--- src/design/tkl_pkg.sv ---
package tkl_pkg;

   localparam int KEY_CHAR_W = 8;
   localparam int DATA_W     = 16;
   localparam int STATUS_W   = 2;
   localparam int MAP_DEPTH  = 128;
   localparam int MAP_AW     = 7;

   localparam logic CMD_INSERT = 1'b0;
   localparam logic CMD_SEARCH = 1'b1;

   localparam logic [STATUS_W-1:0] STATUS_OK         = 2'd0;
   localparam logic [STATUS_W-1:0] STATUS_LINE_FULL  = 2'd1;
   localparam logic [STATUS_W-1:0] STATUS_ALPHA_FULL = 2'd2;
   localparam logic [STATUS_W-1:0] STATUS_NON_ASCII  = 2'd3;

   typedef struct packed {
      logic clear_step;
      logic load_item;
      logic map_step;
      logic node_step;
   } tkl_cmd_type;

   typedef struct packed {
      logic clear_done;
      logic stall;
   } tkl_stat_type;

endpackage

--- src/design/tkl_ctrl.sv ---
module tkl_ctrl (
   input  logic                  clock,
   input  logic                  reset,
   input  logic                  req_valid,
   output logic                  req_ready,
   input  tkl_pkg::tkl_stat_type stat,
   output tkl_pkg::tkl_cmd_type  cmd
);
   import tkl_pkg::*;

   localparam logic [1:0] S_CLEAR = 2'd0;
   localparam logic [1:0] S_IDLE  = 2'd1;
   localparam logic [1:0] S_MAP   = 2'd2;
   localparam logic [1:0] S_NODE  = 2'd3;

   logic [1:0] state_ff;
   logic [1:0] state_in;

   always_comb begin
      cmd       = '0;
      req_ready = 1'b0;
      state_in  = state_ff;
      case (state_ff)
         S_CLEAR: begin
            cmd.clear_step = 1'b1;
            if (stat.clear_done) begin
               state_in = S_IDLE;
            end
         end
         S_IDLE: begin
            req_ready = 1'b1;
            if (req_valid) begin
               cmd.load_item = 1'b1;
               state_in      = S_MAP;
            end
         end
         S_MAP: begin
            cmd.map_step = 1'b1;
            state_in     = S_NODE;
         end
         S_NODE: begin
            if (!stat.stall) begin
               cmd.node_step = 1'b1;
               req_ready     = 1'b1;
               if (req_valid) begin
                  cmd.load_item = 1'b1;
                  state_in      = S_MAP;
               end else begin
                  state_in = S_IDLE;
               end
            end
         end
         default: begin
            state_in = S_CLEAR;
         end
      endcase
   end

   always_ff @(posedge clock) begin
      if (reset) begin
         state_ff <= S_CLEAR;
      end else begin
         state_ff <= state_in;
      end
   end

   a_load_to_map: assert property (@(posedge clock) disable iff (reset)
      cmd.load_item |=> state_ff == S_MAP)
      else $error("An accepted request did not move to the map stage.");

   a_map_to_node: assert property (@(posedge clock) disable iff (reset)
      state_ff == S_MAP |=> state_ff == S_NODE)
      else $error("The map stage was not followed by the node stage.");

endmodule

--- config.mk ---
export PLATFORM = sky130hd
export DESIGN_NAME = tkl_ctrl
export DESIGN_NICKNAME = d
export VERILOG_FILES = /design/src/design/tkl_pkg.sv /design/src/design/tkl_ctrl.sv
export SDC_FILE = /design/constraint.sdc
export NUM_CORES = 1
export LEC_CHECK = 0
export ABC_AREA = 1
export BUFFER_PORTS_ARGS = -buffer_cell sky130_fd_sc_hd__buf_2
export CAP_MARGIN = 30
export CORE_AREA = 2 2 39 41
export DETAILED_ROUTE_END_ITERATION = 7
export DIE_AREA = 0 0 41 43
export SLEW_MARGIN = 20
export SYNTH_ARGS = -nofsm -noshare
export SYNTH_HDL_FRONTEND = slang
export SYNTH_SLANG_ARGS = --single-unit
export TNS_END_PERCENT = 5
--- constraint.sdc ---
create_clock -name clock -period 1 [get_ports clock]
set_input_delay 0.05 -clock clock [delete_from_list [all_inputs] [get_ports clock]]
set_output_delay 0.05 -clock clock [all_outputs]
set_load 0.01 [all_outputs]
==> After elaboration in Yosys (flattened, before gate mapping) <==
Index checks and enable logic that the tools add are counted.
{ "word_totals": {"input_bits": 5, "reg_bits": 2, "wordCells": 22, "out_inout_bits": 5} }
{ "classes": {"mux": 13, "reduce_logical": 2, "eq_ne": 6} }
{ "op_table": {"columns": ["operator", "n"], "rows": [
  ["$mux W2", 4],
  ["$pmux W2 S4", 1],
  ["$mux W1", 6],
  ["$ne A2 B2 Y1 const B", 3],
  ["$eq A2 B2 Y1 const B", 2],
  ["$pmux W1 S2", 2],
  ["$reduce_and A3 Y1", 1],
  ["$eq A2 B1 Y1 const B", 1],
  ["$logic_not A2 Y1", 1]
]} }

==> Longest topological paths before layout <==
Gate-level depths: netlist (run 1).
{ "logic_depth": {"depth_word": 3, "depth_mapped": 6, "depth_no_buf": 6} }

==> Worst setup path before layout (run 1) <==
OpenSTA, ideal clock, no wires.
{ "synth_path": {"path_kind": "register to register", "startpoint": "register state_ff[0]", "endpoint": "register state_ff[0]", "required_time_ns": 0.890, "stages_incl_launch_ff": 5, "path_slack_ns": 0.037, "period_less_slack_ns": 0.963, "arrival_ns": 0.852, "n_path_buf": 0, "path_cell_list": "dfxtp_1 -> inv_1 -> a21oi_2 -> and2_4 -> nor2_2"} }
{ "synth_between": {"elab_chain_cells": 3} }
{ "synth_lines": {"columns": ["element", "line", "text"], "rows": [
  ["start: declaration", "tkl_ctrl.sv:16", "logic [1:0] state_ff;"],
  ["start signal: assignment", "tkl_ctrl.sv:63", "state_ff <= state_in;"],
  ["$eq A2 B2 Y1 (tied with other cells)", "tkl_ctrl.sv:23", "case (state_ff)"],
  ["$ne A2 B2 Y1 (no line)", null, null],
  ["$reduce_and A3 Y1 (no line)", null, null]
]} }
Several ways; a longest one is shown, not always the timed one.
A chain may end at the register's enable or synchronous reset.

==> impl_metrics.yaml, run 1 <==
timing:
  tns_ns: -0.005462
  finalCriticalPeriod_ns: 1.005
  period_share: 1.005
  fmax_mhz: 994.6
  hold_viol_final: 0
  setup_viol_count_final: 1
  slew_viol_final: 0
  rsz0062_at_grt: "true"
  worst_pin_slew_ns: 0.1140
  fin_worst_skew_ns: 0.0009988
  timing.final.ws_setup_ns: -0.005462
  max_slew_margin: 0.9239
run_status:
  status: "finished with violations"
  violations: "negative setup slack"
route:
  vias: 191
  routed_wl_um: 366
  wl_per_cell_um: 6.655
  drc_errors: 0
  drt-vias-per-instance: 3.473
  ant_nets: 0
  drt_iter0_drc: 0
  dr.pass1.iters: 1
synth:
  synth_seq_area_share: 0.2735
  syn-num-nets: 29
  syn_area_um2: 146.4
  syn_area_per_cell_um2: 6.100
  synthDistinctLibCells: 11
  netlist_instances: 24
  yosys_warnings: 0
  ys_ff_latch: 2
global_route:
  grtUsageTotal: 0.05812
  grt_max_degree: 6
  grt_pass1_vias: 191
  grt_pass1_wl_um: 607
  antenna_found_initial: 0
  overflow: 0
die:
  rows: 14
  io_pins: 10
  die_x_um: 41
  fp.dieH_um: 43
  core_area_um2: 1384
  initial_utilization: 0.1058
  die_area_um2: 1763
cells_and_area:
  final_cell_mix: "buf_2, inv_1, nand2_1"
  n_antenna_cell: 0
  top_regs: "state_ff (2)"
  area_growth_pct: 97.44
  largest_reg_flops: 2
  final_nets: 46
  seqCellArea_um2: 47.55
  layout.core_utilization: 0.2089
  top_register: "state_ff"
  multi_input_area_um2: 92.59
  final_common_cell: "buf_2"
  drive_gt1_frac: 0.6667
  fillers: 161
place:
  portBuffers: 9
  hpwl_um: 286.2
  routabilityCongestion: 0.6313
clock_tree:
  clkTransAtPathRegs_ns: 0.03
  clk_latency_ns: 0.22
  cts_buffers: 3
  ctsLongestPathBuffers: 2
  htreeDepth: 1
  cts_root_buf: "clkbuf_4"
  clock_sinks: 2
  cts_tree: "built"
setup_path:
  critical_path.max_stage_delay_ns: 0.34
  path_cells: "inv_2, a21oi_2, and2_4, buf_6"
  crit_path_start_kind: "flop"
  path_delay_family: "flip-flops"
  path_class: "reg2out"
  required_ns: 0.95
  slowest_stage: "dfxtp_4"
  path_max_fanout: 3
  cp_num_buf_inv: 2
  crit_arrival_ns: 0.96
  crit_path_end_kind: "output pin"
power_and_ir_drop:
  powerDensity_nw_per_um2: 1386
  peakVddDrop_v: 0.0004636
  p_leak_nw: 0.1594
min_path:
  hp-class: "in2reg"
flow_run:
  drv_cap: 0
[synthesized netlist by cell type (all sizes together)]
library cell	number	area, um2
dfxtp	2	40.04
nor2	3	16.26
o21ai	1	5.000
and2	1	8.760
nor3	1	5.000
nand2	5	21.27
nand3	3	15.01
inv	7	26.28
a21oi	1	8.760
[power breakdown]
part           internal, mW  leakage, nW  switching (mW)
logic                0.0677        0.128          0.0626
clock network         0.132       0.0138          0.0374
registers            0.0896       0.0178          0.0117
total                 0.289        0.159           0.112
[final timing paths]
path / from / endpoint / slack (ns) / cells after the start
worst min register to register: state_ff[1]$_SDFFE_PP0P_ / state_ff[1]$_SDFFE_PP0P_ / 0.60 / 4
worst max-delay path: state_ff[0]$_SDFFE_PP0P_ / cmd[2] / -0.005 / 4
worst min-delay path: reset / state_ff[1]$_SDFFE_PP0P_ / 0.07 / 4
worst max register to register: state_ff[0]$_SDFFE_PP0P_ / state_ff[1]$_SDFFE_PP0P_ / 0.03 / 7
[per-layer routing]
layer  vias to the layer above  global-route usage  routed length [um]
li1                        102                   -                   -
met1                        83             0.04792                 125
met4                         0             0.08000                   8
met5                         -                   0                   0
met3                         2             0.03141                  29
met2                         4             0.07813                 203
[area by class of cell]
| type | instances | area share |
|---|---|---|
| Inverter | 7 | 0.09091 |
| Clock buffer | 3 | 0.07792 |
| Sequential cell | 2 | 0.1645 |
| Timing Repair Buffer | 12 | 0.2771 |
| Tap cell | 16 | 0.06926 |
| Multi-Input combinational cell | 15 | 0.3203 |
[stage by stage]
stage | worst slack (ns) | hold slack (ns) | power (mW) | instance area [um2] | instances
finish | -0.005462 | 0.07117 | 0.4006 | 289.0 | 55
global route | -0.05652 | 0.08769 | 0.4445 | 289.0 | 55
floorplan | 0.03722 | 0.1544 | 0.1595 | 146.4 | 24
global placement | 0.05380 | 0.3028 | 0.1933 | 211.5 | 49
CTS | -0.01270 | 0.07362 | 0.4097 | 279.0 | 55
detailed placement | 0.05963 | 0.3128 | 0.1940 | 211.5 | 49
[what timing repair did]
| item | in CTS | in global routing |
|---|---|---|
| hold buffers | 0 | 0 |
| setup endpoints to repair | 4 | 5 |
| resized for setup | 7 | 4 |
| pin swaps | 1 | 2 |
| buffers inserted | 3 | 0 |
[logic make-up (layout without fill, tap and decap cells)]
group	after synthesis	count (layout)	synth area share
compound gates	2	2	0.09400
buf+inv	7	22	0.1795
flops	2	2	0.2735
simple gates	13	13	0.4529
[worst min-delay path: cells and delay by family]
family | cells | cell delay [ns]
buf+inv | 3 | 0.14
simple gates | 1 | 0.06
(Power assumes the default switching activity.)
==> inputs of run 2 (changes only) <==
Settings changed: PLACE_DENSITY from default to 0.3.
==> run 2 against run 1 <==
Net effect:
- the flow still finishes with violations (negative setup slack)
- via count increased by 2.1%
- sequential power about the same
- cell area increased by 6.1%
- critical path depth unchanged
- first-iteration DRC count increased by 5
==> impl_metrics.yaml, run 2 (synthesis results as in run 1) <==
place:
  routabilityCongestion: 0.5703
  hpwl_um: 302.6
  portBuffers: 9
cells_and_area:
  drive_gt1_frac: 0.6098
  area_growth_pct: 109.4
  final_cell_mix: "inv_1, buf_2, nand2_1, buf_6, buf_4"
  top_register: "state_ff"
  final_nets: 48
  largest_reg_flops: 2
  top_regs: "state_ff (2)"
  layout.core_utilization: 0.2215
  n_antenna_cell: 0
run_status:
  violations: "negative setup slack"
  status: "finished with violations"
route:
  ant_nets: 0
  drt_iter0_drc: 5
  routed_wl_um: 445
  dr.pass1.iters: 2
  wl_per_cell_um: 7.807
  drt-vias-per-instance: 3.421
  vias: 195
  drc_errors: 0
die:
  core_area_um2: 1384
  rows: 14
  die_area_um2: 1763
  fp.dieH_um: 43
  die_x_um: 41
  initial_utilization: 0.1058
  io_pins: 10
power_and_ir_drop:
  p_leak_nw: 0.1726
  netSwitchingPower_mw: 0.1252
  sw_frac_of_total: 0.2924
  peakVddDrop_v: 0.0006027
  powerDensity_nw_per_um2: 1397
  seqPwrFrac: 0.236
  p_clk_frac: 0.426
  combPwrFrac: 0.338
  p_int_mw: 0.3031
min_path:
  hp-class: "in2reg"
  hp-start: "reset"
  hold_depth: 4
  worstHoldEndpoint: "state_ff[1]$_SDFFE_PP0P_"
setup_path:
  path_delay_family: "flip-flops"
  crit_path_end_kind: "output pin"
  reg2reg_from: "state_ff[0]$_SDFFE_PP0P_"
  required_ns: 0.95
  slowest_stage: "dfxtp_4"
  crit_arrival_ns: 0.98
  reg2reg_depth: 6
  rrSetupSlack_ns: 0.03
  critical_path.max_stage_delay_ns: 0.34
  crit_path_start_kind: "flop"
  cp_num_buf_inv: 2
  path_cells: "inv_2, a21oi_2, and2_4, buf_6"
  path_max_fanout: 3
  worst-path-stages: 4
  cp-startpoint: "state_ff[0]$_SDFFE_PP0P_"
  path_class: "reg2out"
  r2r-end: "state_ff[0]$_SDFFE_PP0P_"
timing:
  tns_ns: -0.03229
  fmax_mhz: 968.7
  fin_worst_skew_ns: 0.003660
  rsz0062_at_grt: "true"
  timing.final.ws_setup_ns: -0.03229
  max_slew_margin: 0.9040
  slew_viol_final: 0
  period_share: 1.032
  setup_viol_count_final: 1
  hold_viol_final: 0
  finalCriticalPeriod_ns: 1.032
  worst_pin_slew_ns: 0.1429
clock_tree:
  postCtsHoldBufs: 0
  clock_sinks: 2
  cts_root_buf: "clkbuf_4"
  cts_tree: "built"
  ctsLongestPathBuffers: 2
  clk_latency_ns: 0.23
  clkTransAtPathRegs_ns: 0.03
  htreeDepth: 1
  cts_buffers: 3
global_route:
  overflow: 0
  grtUsageTotal: 0.06807
  grt_pass1_wl_um: 690
  grt_pass1_vias: 183
  antenna_found_initial: 0
  grt_max_degree: 6
flow_run:
  drv_cap: 0
-- run 2: cell type report --
class                           count  area (um2)
Sequential cell                     2       47.55
Multi-Input combinational cell     15       85.08
Tap cell                           16       20.02
Inverter                            7       26.28
Clock buffer                        3       22.52
Timing Repair Buffer               14       105.1
Fill cell                         163        1077
-- run 2: layer usage --
metal	GRT usage	vias up	wire [um]
met2	0.08125	11	196
met5	0	-	0
met3	0.09424	2	63
met1	0.05732	76	176
met4	0.04000	0	8
li1	-	106	-
-- run 2: what timing repair did --
action | 4_1_cts | 5_1_grt
pin swaps | 2 | 1
endpoints found under the setup margin | 4 | 6
resized for setup | 10 | 1
buffers inserted | 4 | 1
-- run 2: power by group through the flow --
stage	Sequential [mW]	Combinational, mW	Clock, mW
final	0.101	0.145	0.183
after global routing	0.103	0.161	0.205
after CTS	0.101	0.139	0.192
after detailed placement	0.103	0.0915	0
after global placement	0.103	0.0931	0
after floorplan	0.100	0.0595	0
-- run 2: how the worst max path moves through the flow --
stage                                    end
global route                          cmd[2]
CTS                                   cmd[2]
global placement    state_ff[1]$_SDFFE_PP0P_
detailed placement                    cmd[2]
floorplan           state_ff[0]$_SDFFE_PP0P_
finish                                cmd[2]
-- run 2: metrics by stage --
stage               worst slack [ns]  hold WS [ns]  cell area (um2)  std cells  power (mW)
finish                      -0.03229       0.05854            306.5         57      0.4283
CTS                         -0.03670       0.05238            295.3         56      0.4318
global placement             0.05177        0.3023            211.5         49      0.1960
global route                -0.08688       0.07038            306.5         57      0.4683
detailed placement           0.03972        0.3001            211.5         49      0.1942
floorplan                    0.03722        0.1544            146.4         24      0.1595
-- run 2: worst min-delay path: stages --
cell and delay [ns]:
buf_2 0.07, inv_1 0.04, nand2_1 0.06, inv_1 0.03
